## config.mk

```make
export PLATFORM = sky130hd
export DESIGN_NAME = sum_add_check_frame_parser
export DESIGN_NICKNAME = d
export VERILOG_FILES = /design/src/hdl/sacfp_pkg.sv /design/src/hdl/sacfp_parser.sv /design/src/hdl/sacfp_out_stage.sv /design/src/hdl/sum_add_check_frame_parser.sv
export SDC_FILE = /design/constraint.sdc
export NUM_CORES = 1
export LEC_CHECK = 0
export BUFFER_PORTS_ARGS = -buffer_cell sky130_fd_sc_hd__buf_2
export CAP_MARGIN = 0
export CORE_AREA = 3 3 108 110
export DETAILED_ROUTE_END_ITERATION = 10
export DIE_AREA = 0 0 111 113
export GPL_ROUTABILITY_DRIVEN = 1
export PLACE_DENSITY = 0.78
export SETUP_SLACK_MARGIN = 0.1
export SYNTH_ARGS = -nofsm -noshare
export SYNTH_HDL_FRONTEND = slang
export SYNTH_HIERARCHICAL = 1
export SYNTH_SLANG_ARGS = --single-unit
export TNS_END_PERCENT = 30
```

## constraint.sdc

```tcl
create_clock -name clock -period 3.5 [get_ports clock]
set_input_delay 0.7 -clock clock [delete_from_list [all_inputs] [get_ports clock]]
set_output_delay 0.7 -clock clock [all_outputs]
set_load 0.03 [all_outputs]
```

## src/hdl/sacfp_pkg.sv

```systemverilog
// ----------------------------------------------------------------------------
// sacfp_pkg
// Shared types and constants for the sum/add checksum frame parser.
// ----------------------------------------------------------------------------
`default_nettype none

package sacfp_pkg;

   localparam int unsigned BYTE_WIDTH      = 8;
   localparam int unsigned STATUS_WIDTH    = 2;
   localparam int unsigned CSR_INDEX_WIDTH = 2;

   localparam logic [BYTE_WIDTH-1:0] HEADER_BYTE_RESET      = 8'hAA;
   localparam logic [BYTE_WIDTH-1:0] ACCEPTED_ADDRESS_RESET = 8'h00;

   localparam logic [CSR_INDEX_WIDTH-1:0] CSR_HEADER_BYTE      = 2'd0;
   localparam logic [CSR_INDEX_WIDTH-1:0] CSR_ACCEPTED_ADDRESS = 2'd1;

   localparam logic KIND_PAYLOAD   = 1'b0;
   localparam logic KIND_FRAME_END = 1'b1;

   localparam logic [STATUS_WIDTH-1:0] STATUS_GOOD     = 2'd0;
   localparam logic [STATUS_WIDTH-1:0] STATUS_BAD_SUM  = 2'd1;
   localparam logic [STATUS_WIDTH-1:0] STATUS_BAD_ADDR = 2'd2;

   typedef enum logic [6:0] {
      PH_HUNT = 7'b0000001,
      PH_ADDR = 7'b0000010,
      PH_CMD  = 7'b0000100,
      PH_LEN  = 7'b0001000,
      PH_DATA = 7'b0010000,
      PH_SUM  = 7'b0100000,
      PH_ADD  = 7'b1000000
   } phase_type;

   typedef struct packed {
      logic                    valid;
      logic                    item_kind;
      logic [BYTE_WIDTH-1:0]   payload_byte;
      logic [BYTE_WIDTH-1:0]   payload_index;
      logic [BYTE_WIDTH-1:0]   command_code;
      logic [BYTE_WIDTH-1:0]   frame_length;
      logic [STATUS_WIDTH-1:0] frame_status;
   } result_type;

endpackage

`default_nettype wire

```

## src/hdl/sacfp_parser.sv

```systemverilog
// ----------------------------------------------------------------------------
// sacfp_parser
// Frame state machine with running sum and sum of sums; one byte per step.
// ----------------------------------------------------------------------------
`default_nettype none

module sacfp_parser
   import sacfp_pkg::*;
(
   input  wire logic                  clock,
   input  wire logic                  reset,
   input  wire logic                  step,
   input  wire logic [BYTE_WIDTH-1:0] rx_byte,
   input  wire logic [BYTE_WIDTH-1:0] header_byte,
   input  wire logic [BYTE_WIDTH-1:0] accepted_address,
   output result_type                 result
);

   phase_type             phase_ff, phase_in;
   logic [BYTE_WIDTH-1:0] address_ff, address_in;
   logic [BYTE_WIDTH-1:0] command_ff, command_in;
   logic [BYTE_WIDTH-1:0] length_ff, length_in;
   logic [BYTE_WIDTH-1:0] seen_ff, seen_in;
   logic [BYTE_WIDTH-1:0] sum_ff, sum_in;
   logic [BYTE_WIDTH-1:0] sos_ff, sos_in;
   logic [BYTE_WIDTH-1:0] rx_sum_ff, rx_sum_in;
   logic [BYTE_WIDTH-1:0] acc_sum;
   logic [BYTE_WIDTH-1:0] acc_sos;
   logic [BYTE_WIDTH-1:0] seen_next;

   assign acc_sum   = sum_ff + rx_byte;
   assign acc_sos   = sos_ff + acc_sum;
   assign seen_next = seen_ff + 8'd1;

   always_comb begin
      phase_in   = phase_ff;
      address_in = address_ff;
      command_in = command_ff;
      length_in  = length_ff;
      seen_in    = seen_ff;
      sum_in     = sum_ff;
      sos_in     = sos_ff;
      rx_sum_in  = rx_sum_ff;
      result     = '0;
      case (phase_ff)
         PH_ADDR: begin
            sum_in     = acc_sum;
            sos_in     = acc_sos;
            address_in = rx_byte;
            phase_in   = PH_CMD;
         end
         PH_CMD: begin
            sum_in     = acc_sum;
            sos_in     = acc_sos;
            command_in = rx_byte;
            phase_in   = PH_LEN;
         end
         PH_LEN: begin
            sum_in    = acc_sum;
            sos_in    = acc_sos;
            length_in = rx_byte;
            seen_in   = '0;
            phase_in  = (rx_byte == '0) ? PH_SUM : PH_DATA;
         end
         PH_DATA: begin
            sum_in               = acc_sum;
            sos_in               = acc_sos;
            result.valid         = 1'b1;
            result.item_kind     = KIND_PAYLOAD;
            result.payload_byte  = rx_byte;
            result.payload_index = seen_ff;
            result.command_code  = command_ff;
            result.frame_length  = length_ff;
            result.frame_status  = STATUS_GOOD;
            seen_in              = seen_next;
            if (seen_next == length_ff) begin
               phase_in = PH_SUM;
            end
         end
         PH_SUM: begin
            rx_sum_in = rx_byte;
            phase_in  = PH_ADD;
         end
         PH_ADD: begin
            result.valid        = 1'b1;
            result.item_kind    = KIND_FRAME_END;
            result.command_code = command_ff;
            result.frame_length = length_ff;
            if (rx_sum_ff != sum_ff || rx_byte != sos_ff) begin
               result.frame_status = STATUS_BAD_SUM;
            end else if (address_ff != accepted_address) begin
               result.frame_status = STATUS_BAD_ADDR;
            end else begin
               result.frame_status = STATUS_GOOD;
            end
            phase_in = PH_HUNT;
         end
         default: begin
            phase_in = PH_HUNT;
            if (rx_byte == header_byte) begin
               sum_in   = rx_byte;
               sos_in   = rx_byte;
               seen_in  = '0;
               phase_in = PH_ADDR;
            end
         end
      endcase
      if (!step) begin
         result.valid = 1'b0;
      end
   end

   always_ff @(posedge clock) begin
      if (reset) begin
         phase_ff   <= PH_HUNT;
         address_ff <= '0;
         command_ff <= '0;
         length_ff  <= '0;
         seen_ff    <= '0;
         sum_ff     <= '0;
         sos_ff     <= '0;
         rx_sum_ff  <= '0;
      end else if (step) begin
         phase_ff   <= phase_in;
         address_ff <= address_in;
         command_ff <= command_in;
         length_ff  <= length_in;
         seen_ff    <= seen_in;
         sum_ff     <= sum_in;
         sos_ff     <= sos_in;
         rx_sum_ff  <= rx_sum_in;
      end
   end

endmodule

`default_nettype wire

```

## src/hdl/sacfp_out_stage.sv

```systemverilog
// ----------------------------------------------------------------------------
// sacfp_out_stage
// Result register holding one beat toward the response channel.
// ----------------------------------------------------------------------------
`default_nettype none

module sacfp_out_stage
   import sacfp_pkg::*;
(
   input  wire logic                    clock,
   input  wire logic                    reset,
   input  result_type                   result,
   input  wire logic                    rsp_stall,
   output logic                         out_free,
   output logic                         rsp_valid,
   output logic                         rsp_item_kind,
   output logic [BYTE_WIDTH-1:0]        rsp_payload_byte,
   output logic [BYTE_WIDTH-1:0]        rsp_payload_index,
   output logic [BYTE_WIDTH-1:0]        rsp_command_code,
   output logic [BYTE_WIDTH-1:0]        rsp_frame_length,
   output logic [STATUS_WIDTH-1:0]      rsp_frame_status
);

   logic       valid_ff;
   result_type data_ff;

   assign out_free = !valid_ff || !rsp_stall;

   always_ff @(posedge clock) begin
      if (reset) begin
         valid_ff <= 1'b0;
      end else if (out_free) begin
         valid_ff <= result.valid;
      end
   end

   always_ff @(posedge clock) begin
      if (out_free && result.valid) begin
         data_ff <= result;
      end
   end

   assign rsp_valid         = valid_ff;
   assign rsp_item_kind     = data_ff.item_kind;
   assign rsp_payload_byte  = data_ff.payload_byte;
   assign rsp_payload_index = data_ff.payload_index;
   assign rsp_command_code  = data_ff.command_code;
   assign rsp_frame_length  = data_ff.frame_length;
   assign rsp_frame_status  = data_ff.frame_status;

endmodule

`default_nettype wire

```

## src/hdl/sum_add_check_frame_parser.sv

```systemverilog
// ----------------------------------------------------------------------------
// sum_add_check_frame_parser
// A byte waits in the input register, then its result in the result register.
// Throughput: one byte per cycle, limited only by response stall.
// The input register and the result register each hold one beat.
// Reset (synchronous, high): parser hunts for the header, sums cleared,
// header byte 0xAA, accepted address 0, no beats held.
// ----------------------------------------------------------------------------
`default_nettype none

module sum_add_check_frame_parser
   import sacfp_pkg::*;
(
   input  wire logic                       clock,
   input  wire logic                       reset,
   input  wire logic                       req_valid,
   output logic                            req_stall,
   input  wire logic [BYTE_WIDTH-1:0]      req_rx_byte,
   output logic                            rsp_valid,
   input  wire logic                       rsp_stall,
   output logic                            rsp_item_kind,
   output logic [BYTE_WIDTH-1:0]           rsp_payload_byte,
   output logic [BYTE_WIDTH-1:0]           rsp_payload_index,
   output logic [BYTE_WIDTH-1:0]           rsp_command_code,
   output logic [BYTE_WIDTH-1:0]           rsp_frame_length,
   output logic [STATUS_WIDTH-1:0]         rsp_frame_status,
   input  wire logic                       csr_write_enable,
   input  wire logic [CSR_INDEX_WIDTH-1:0] csr_index,
   input  wire logic [BYTE_WIDTH-1:0]      csr_write_data
);

   logic                  in_valid_ff;
   logic                  in_valid_in;
   logic [BYTE_WIDTH-1:0] in_byte_ff;
   logic [BYTE_WIDTH-1:0] header_ff;
   logic [BYTE_WIDTH-1:0] accepted_ff;
   logic                  out_free;
   logic                  advance;
   logic                  req_accept;
   result_type            result;

   assign advance    = in_valid_ff && out_free;
   assign req_stall  = in_valid_ff && !out_free;
   assign req_accept = req_valid && !req_stall;

   always_comb begin
      in_valid_in = in_valid_ff;
      if (req_accept) begin
         in_valid_in = 1'b1;
      end else if (advance) begin
         in_valid_in = 1'b0;
      end
   end

   always_ff @(posedge clock) begin
      if (reset) begin
         in_valid_ff <= 1'b0;
      end else begin
         in_valid_ff <= in_valid_in;
      end
   end

   always_ff @(posedge clock) begin
      if (req_accept) begin
         in_byte_ff <= req_rx_byte;
      end
   end

   always_ff @(posedge clock) begin
      if (reset) begin
         header_ff   <= HEADER_BYTE_RESET;
         accepted_ff <= ACCEPTED_ADDRESS_RESET;
      end else if (csr_write_enable) begin
         case (csr_index)
            CSR_HEADER_BYTE:      header_ff   <= csr_write_data;
            CSR_ACCEPTED_ADDRESS: accepted_ff <= csr_write_data;
            default: begin
            end
         endcase
      end
   end

   sacfp_parser u_parser (
      .clock            (clock),
      .reset            (reset),
      .step             (advance),
      .rx_byte          (in_byte_ff),
      .header_byte      (header_ff),
      .accepted_address (accepted_ff),
      .result           (result)
   );

   sacfp_out_stage u_out_stage (
      .clock             (clock),
      .reset             (reset),
      .result            (result),
      .rsp_stall         (rsp_stall),
      .out_free          (out_free),
      .rsp_valid         (rsp_valid),
      .rsp_item_kind     (rsp_item_kind),
      .rsp_payload_byte  (rsp_payload_byte),
      .rsp_payload_index (rsp_payload_index),
      .rsp_command_code  (rsp_command_code),
      .rsp_frame_length  (rsp_frame_length),
      .rsp_frame_status  (rsp_frame_status)
   );

endmodule

`default_nettype wire

```

# [Word-level counts from Yosys, hierarchy flattened]
# Index checks and enable logic that the tools add are counted.
[op_classes] n_eq_ne=13 reduce_logical=27 bitwise=2 add_sub_neg=3 mux=16
[ops] operator="$pmux W7 S6" count=1
[ops] operator="$pmux W18 S2" count=1
[ops] operator="$pmux W8 S2" count=2
[ops] operator="$ne A8 B8 Y1" count=3
[ops] operator="$pmux W8 S3" count=1
[ops] operator="$add A8 B8 Y8" count=2
[ops] operator="$eq A8 B8 Y1" count=2
[ops] operator="$mux W8" count=2
[ops] operator="$reduce_and A2 Y1" count=7
[ops] operator="$add A8 B1 Y8 const B" count=1
[ops] operator="$logic_not A8 Y1" count=1
[ops] operator="$reduce_or A4 Y1" count=2
[ops] operator="$eq A7 B2 Y1 const B" count=1
[ops] operator="$eq A7 B3 Y1 const B" count=1
[ops] operator="$eq A7 B4 Y1 const B" count=1
[ops] operator="$eq A7 B5 Y1 const B" count=1
[ops] operator="$eq A7 B6 Y1 const B" count=1
[ops] operator="$eq A7 B7 Y1 const B" count=1
[ops] operator="$mux W7" count=1
[ops] operator="$mux W2" count=3
[ops] operator="$mux W6" count=1
[ops] operator="$reduce_and A3 Y1" count=2
[ops] operator="$logic_and A1 B1 Y1" count=4
[ops] operator="$logic_not A1 Y1" count=4
[ops] operator="other kinds (10)" count=15
[word_totals] ff_bits=124 output_inout_bits=37 wordCells=80

# [Depth between registers and ports, before layout]
[logic_depth] ltp_word=7 mapped_depth=13 depth_no_buf=13

# [Cells and area by module]
# Netlist, hierarchy kept.
[modules_own_cells] module="sacfp_parser" area_per_inst_um2=4190.3 seq_area_each_um2=1261.2 n_inst=1 cells_per_inst=503
[modules_own_cells] module="sacfp_out_stage" area_per_inst_um2=1089.8 seq_area_each_um2=1071.0 n_inst=1 cells_per_inst=40
[modules_own_cells] module="sum_add_check_frame_parser" area_per_inst_um2=997.2 seq_area_each_um2=580.6 n_inst=1 cells_per_inst=81

# [Least setup slack after synthesis]
# OpenSTA, ideal clock, no wires.
[synth_path] path_kind="reg2reg" startpoint="reg in_byte_ff[0]" endpoint="reg u_parser.sos_ff[7]" arrival_ps=2852 synth_period_minus_slack_ps=2972 path_stages_with_launch=14 slack_ps=528 setup_ps=120 n_path_buf=0 path_cell_list="edfxtp_1 -> ha_1 -> fa_1 -> a21oi_1 -> o211ai_1 -> a21oi_1 -> xnor2_1 -> ha_1 -> o211ai_1 -> a21oi_1 -> o41ai_1 -> a31o_2 -> and4_1 -> o31a_1"
[synth_via] elab_chain_cells=3 word_cells_on_any_way=6 classes_between="2 x add/sub; 1 x eq/ne; 1 x mux; 2 x reduce/logical"
[synth_rtl] element="from (decl)" line_no="sum_add_check_frame_parser.sv:34" rtl="logic [BYTE_WIDTH-1:0] in_byte_ff;"
[synth_rtl] element="from (signal assigned)" line_no="sum_add_check_frame_parser.sv:65" rtl="in_byte_ff <= req_rx_byte;"
[synth_rtl] element="$add A8 B8 Y8 or $eq A8 B8 Y1 (tied branches)" line_no="sacfp_parser.sv:31, sacfp_parser.sv:100"
[synth_rtl] element="$add A8 B8 Y8 or $reduce_bool A2 Y1 (tied branches)"
[synth_rtl] element="$pmux W8 S2 or $reduce_and A3 Y1 (tied branches)"
[synth_rtl] element="to (signal assigned)" line_no="sacfp_parser.sv:130" rtl="sos_ff <= sos_in;"
[synth_rtl] element="to (decl)" line_no="sacfp_parser.sv:25" rtl="logic [BYTE_WIDTH-1:0] sos_ff, sos_in;"
# Parallel ways exist; a longest one is shown, timed or not.
# A chain may end at the register's enable or synchronous reset.

# [Worst setup path in the final report]
# Ends and elaborated chain as after synthesis.

==> impl_metrics.ini <==
[drt]
detail_route.wl_per_cell_um = 17.49
via_count = 4860
ant_nets = 0
remaining_drc_errors = 0
dr.first_iter.drc_count = 261
viasPerCell = 5.884
wl_um = 14440
detail_route.first_pass.iterations = 4

[worst_setup_path]
end_kind = flip-flop
startpoint_type = flip-flop
reg2reg_to = u_parser/sos_ff[7]
crit_arrival_ns = 3.66
r2r_setup_slack_ns = 0.25
required_ns = 3.91
slowest_delay_ns = 0.43
reg2reg_from = in_byte_ff[0]
slowest_stage = fa_1
path_cells = ha_1 -> fa_1 -> a21oi_2 -> o211ai_1 -> a21oi_1 -> xnor2_1 -> ha_1 -> o211ai_1 -> a21oi_1 -> o41ai_1 -> a31o_2 -> and4_1 -> o31a_1
cp_max_fo = 3
path_class = reg -> reg
rr_worst_depth = 13

[global_route]
grt_max_degree = 87
grt.overflow.total = 0
grt_pass1_wl_um = 23460
grt_pass1_vias = 4713
antenna_found_initial = 0
track_usage = 0.2343

[logic_synthesis]
synth_cell_types = 65
async_flop_share = 0
synth_nets = 665
avgSynthCellArea_sq_um = 10.06
synth_edf_count = 43
synth.yosys.seq_area_share = 0.4640
synthesis.area_sq_mm = 0.006277
ys_ff_latch = 124
synth_top_flop_cell = dfxtp_1
ys.warnings.count = 6
syn-instance-count = 624

[sta]
final_hold_viol_count = 0
slew_viol_final = 0
finClkSkew_ns = 0.009600
slew_headroom = 0.4611
tightest_slew_ns = 0.8083
rsz0062_at_grt = false
tns_ns = 0
period_share = 0.9289
timing.fmax_mhz = 307.6
fin_crit_ns = 3.251
setup_viol = 0

[cts]
numCtsBuffers = 17
cts_tree = yes
cts.repair.resized = 0
clock-sinks = 124
ctsHoldBuffers = 0
clkTransAtPathRegs_ns = 0.06
clock_latency_ns = 0.53
cts_setup_buffers = 0
cts_max_level = 4
clockBufferDepth = 2
cts_root_buffer = clkbuf_8

[power_and_ir_drop]
powerDensity_mw_per_mm2 = 467.7
p_comb_frac = 0.052
p_seq_frac = 0.450
switching_share = 0.2307
p_leak_uw = 0.003213
ir_drop_uv = 359.7
total_power_uw = 3359
p_clk_frac = 0.497
p_int_uw = 2584
netSwitchingPower_uw = 775.1

[die]
die_x_um = 111
num_rows = 38
io_pins = 60
core_sq_mm = 0.01079
dieHeight_um = 113
fp.dieArea_sq_mm = 0.01254
start_util = 0.5816

[place]
placed_area_sq_mm = 0.006613
placed_cells = 794
dpl.hpwl_um = 9793
port-buffer-count = 59
globalplace.congestion = 0.9460

[worst_hold_path]
hold_path_depth = 1
min_to = in_byte_ff[6]
holdCritStartpoint = req_rx_byte[6]
min_path_type = in -> reg

[cells_and_area]
finalNetCount = 714
finalNonFillerCells = 826
area_delta_synth_final_pct = 14.43
final_cell_area_sq_mm = 0.007183
antenna_cells = 0
layout-drive-gt1-share = 0.1706

[job]
max_cap_viol_count = 0

[run_status]
outcome = completed
==> cell usage after synthesis (2+ instances only) <==
library cell   n  area share
ha_1          16       0.032
and4_1         2      0.0028
and2_1        39       0.039
o22ai_1        2      0.0020
buf_4          5      0.0060
clkbuf_1      14      0.0084
o211ai_1       9       0.011
mux2_2         2      0.0036
o211a_1        2      0.0032
a21o_1         3      0.0036
a211oi_1       8      0.0096
nor2b_1        4      0.0040
inv_1          7      0.0042
xnor2_1       18       0.025
a31oi_1        3      0.0030
nor2_1        63       0.038
nand3b_1       2      0.0024
xor2_1        37       0.052
or4_1          2      0.0024
a21oi_1       37       0.030
buf_6          4      0.0072
nor3b_1        3      0.0036
nor3_1        16       0.013
nor4_1         7      0.0070
buf_2         18       0.014
dfxtp_1       81        0.26
mux2i_1       48       0.077
nand4_1        6      0.0060
fa_1           2      0.0064
nand2_1       26       0.016
nand2b_1      22       0.022
and2_2         2      0.0024
nand3_1        9      0.0072
and3_1         3      0.0030
o21a_1         5      0.0060
a32o_1         6      0.0096
o31a_1         2      0.0028
o21bai_1       2      0.0024
edfxtp_1      43        0.21
o21ai_0       19       0.015
==> cell families (layout without fill, tap and decap cells) <==
logic type / after synthesis / after routing / synth area share
AO/OA/AOI/OAI: 110 / 110 / 0.1142
XOR/XNOR: 55 / 55 / 0.07674
adder cells (fa/ha/maj): 18 / 18 / 0.03827
buffers and inverters: 49 / 111 / 0.04066
flip-flops: 124 / 124 / 0.4640
multiplexers: 50 / 50 / 0.08013
AND/OR/NAND/NOR: 218 / 218 / 0.1860
==> power groups by stage <==
stage	Combinational, uW	Sequential, uW	Clock, uW
floorplan	119	1540	0
global placement	167	1540	0
detailed placement	171	1540	0
CTS	173	1510	1690
global route	190	1510	1750
finish	175	1510	1670
==> registers in the layout, summed over array words and instances (netlist names) <==
signal	count
header_ff	8
u_out_stage/rsp_item_kind	1
u_out_stage/rsp_payload_byte	8
in_valid_ff	1
u_out_stage/rsp_frame_length	8
in_byte_ff	8
u_out_stage/rsp_frame_status	2
u_parser/command_ff	8
u_parser/seen_ff	8
accepted_ff	8
u_out_stage/rsp_command_code	8
u_out_stage/rsp_valid	1
u_parser/phase_ff	7
u_out_stage/rsp_payload_index	8
u_parser/sum_ff	8
u_parser/rx_sum_ff	8
u_parser/address_ff	8
u_parser/length_ff	8
u_parser/sos_ff	8
==> routing by layer <==
metal,vias to the layer above,GRT usage,wire [um]
met4,0,0.1034,339
li1,2315,-,-
met2,166,0.3940,7190
met1,2349,0.2925,6125
met3,30,0.04973,788
met5,-,0,0
==> critical path: cells and delay by family, from the launching register on <==
kind,cells,cell delay [ns]
adders and majority gates,3,1.02
xor gates and xnor gates,1,0.12
DFF,1,0.39
AOI/OAI and AO/OA,8,1.40
and+or+nand+nor,1,0.19
==> layout make-up <==
class                   count  area (sq um)
clock buffers              19         421.7
clock inverters            13         145.1
fillers                   840          3610
inverters                   8         30.03
multi-input cells         451          3113
flip-flops and latches    124          2913
well taps                 140         175.2
repair buffers             71         385.4
==> worst max-delay path by stage <==
stage / from / endpoint / slack, ns / cells after the start
after floorplan: in_byte_ff[0] / u_parser/sos_ff[7] / 0.53 / 13
after global placement: in_byte_ff[0] / u_parser/sos_ff[7] / 0.38 / 13
after detailed placement: in_byte_ff[0] / u_parser/sos_ff[7] / 0.24 / 13
after CTS: in_byte_ff[0] / u_parser/sos_ff[7] / 0.23 / 13
after global routing: in_byte_ff[0] / u_parser/sos_ff[7] / 0.11 / 13
final: in_byte_ff[0] / u_parser/sos_ff[7] / 0.25 / 13
==> metrics by stage <==
step / hold WS (ns) / utilization / setup WS (ns)
2_1_floorplan: 0.4462 / - / 0.5284
3_3_place_gp: 0.4605 / 0.6127 / 0.3822
3_5_place_dp: 0.4753 / 0.6127 / 0.2401
4_1_cts: 0.3327 / 0.6652 / 0.2268
5_1_grt: 0.3358 / 0.6655 / 0.1112
6_report: 0.3461 / 0.6655 / 0.2487
==> cells in the final DEF, fill, tap and decap left out, types with 3 or more instances in the layout <==
master	netlist	final
a211oi_1	8	8
a21o_1	3	3
a21oi_1	37	36
a31oi_1	3	3
a32o_1	6	6
and2_1	39	39
and3_1	3	3
buf_2	18	59
buf_4	5	12
clkbuf_16	0	16
clkinv_4	0	6
dfxtp_1	81	81
edfxtp_1	43	43
ha_1	16	16
inv_1	7	7
mux2i_1	48	48
nand2_1	26	26
nand2b_1	22	22
nand3_1	9	9
nand4_1	6	6
nor2_1	63	63
nor2b_1	4	4
nor3_1	16	16
nor3b_1	3	3
nor4_1	7	7
o211ai_1	9	9
o21a_1	5	5
o21ai_0	19	19
xnor2_1	18	18
xor2_1	37	37
Power figures use the tool's default switching activity.
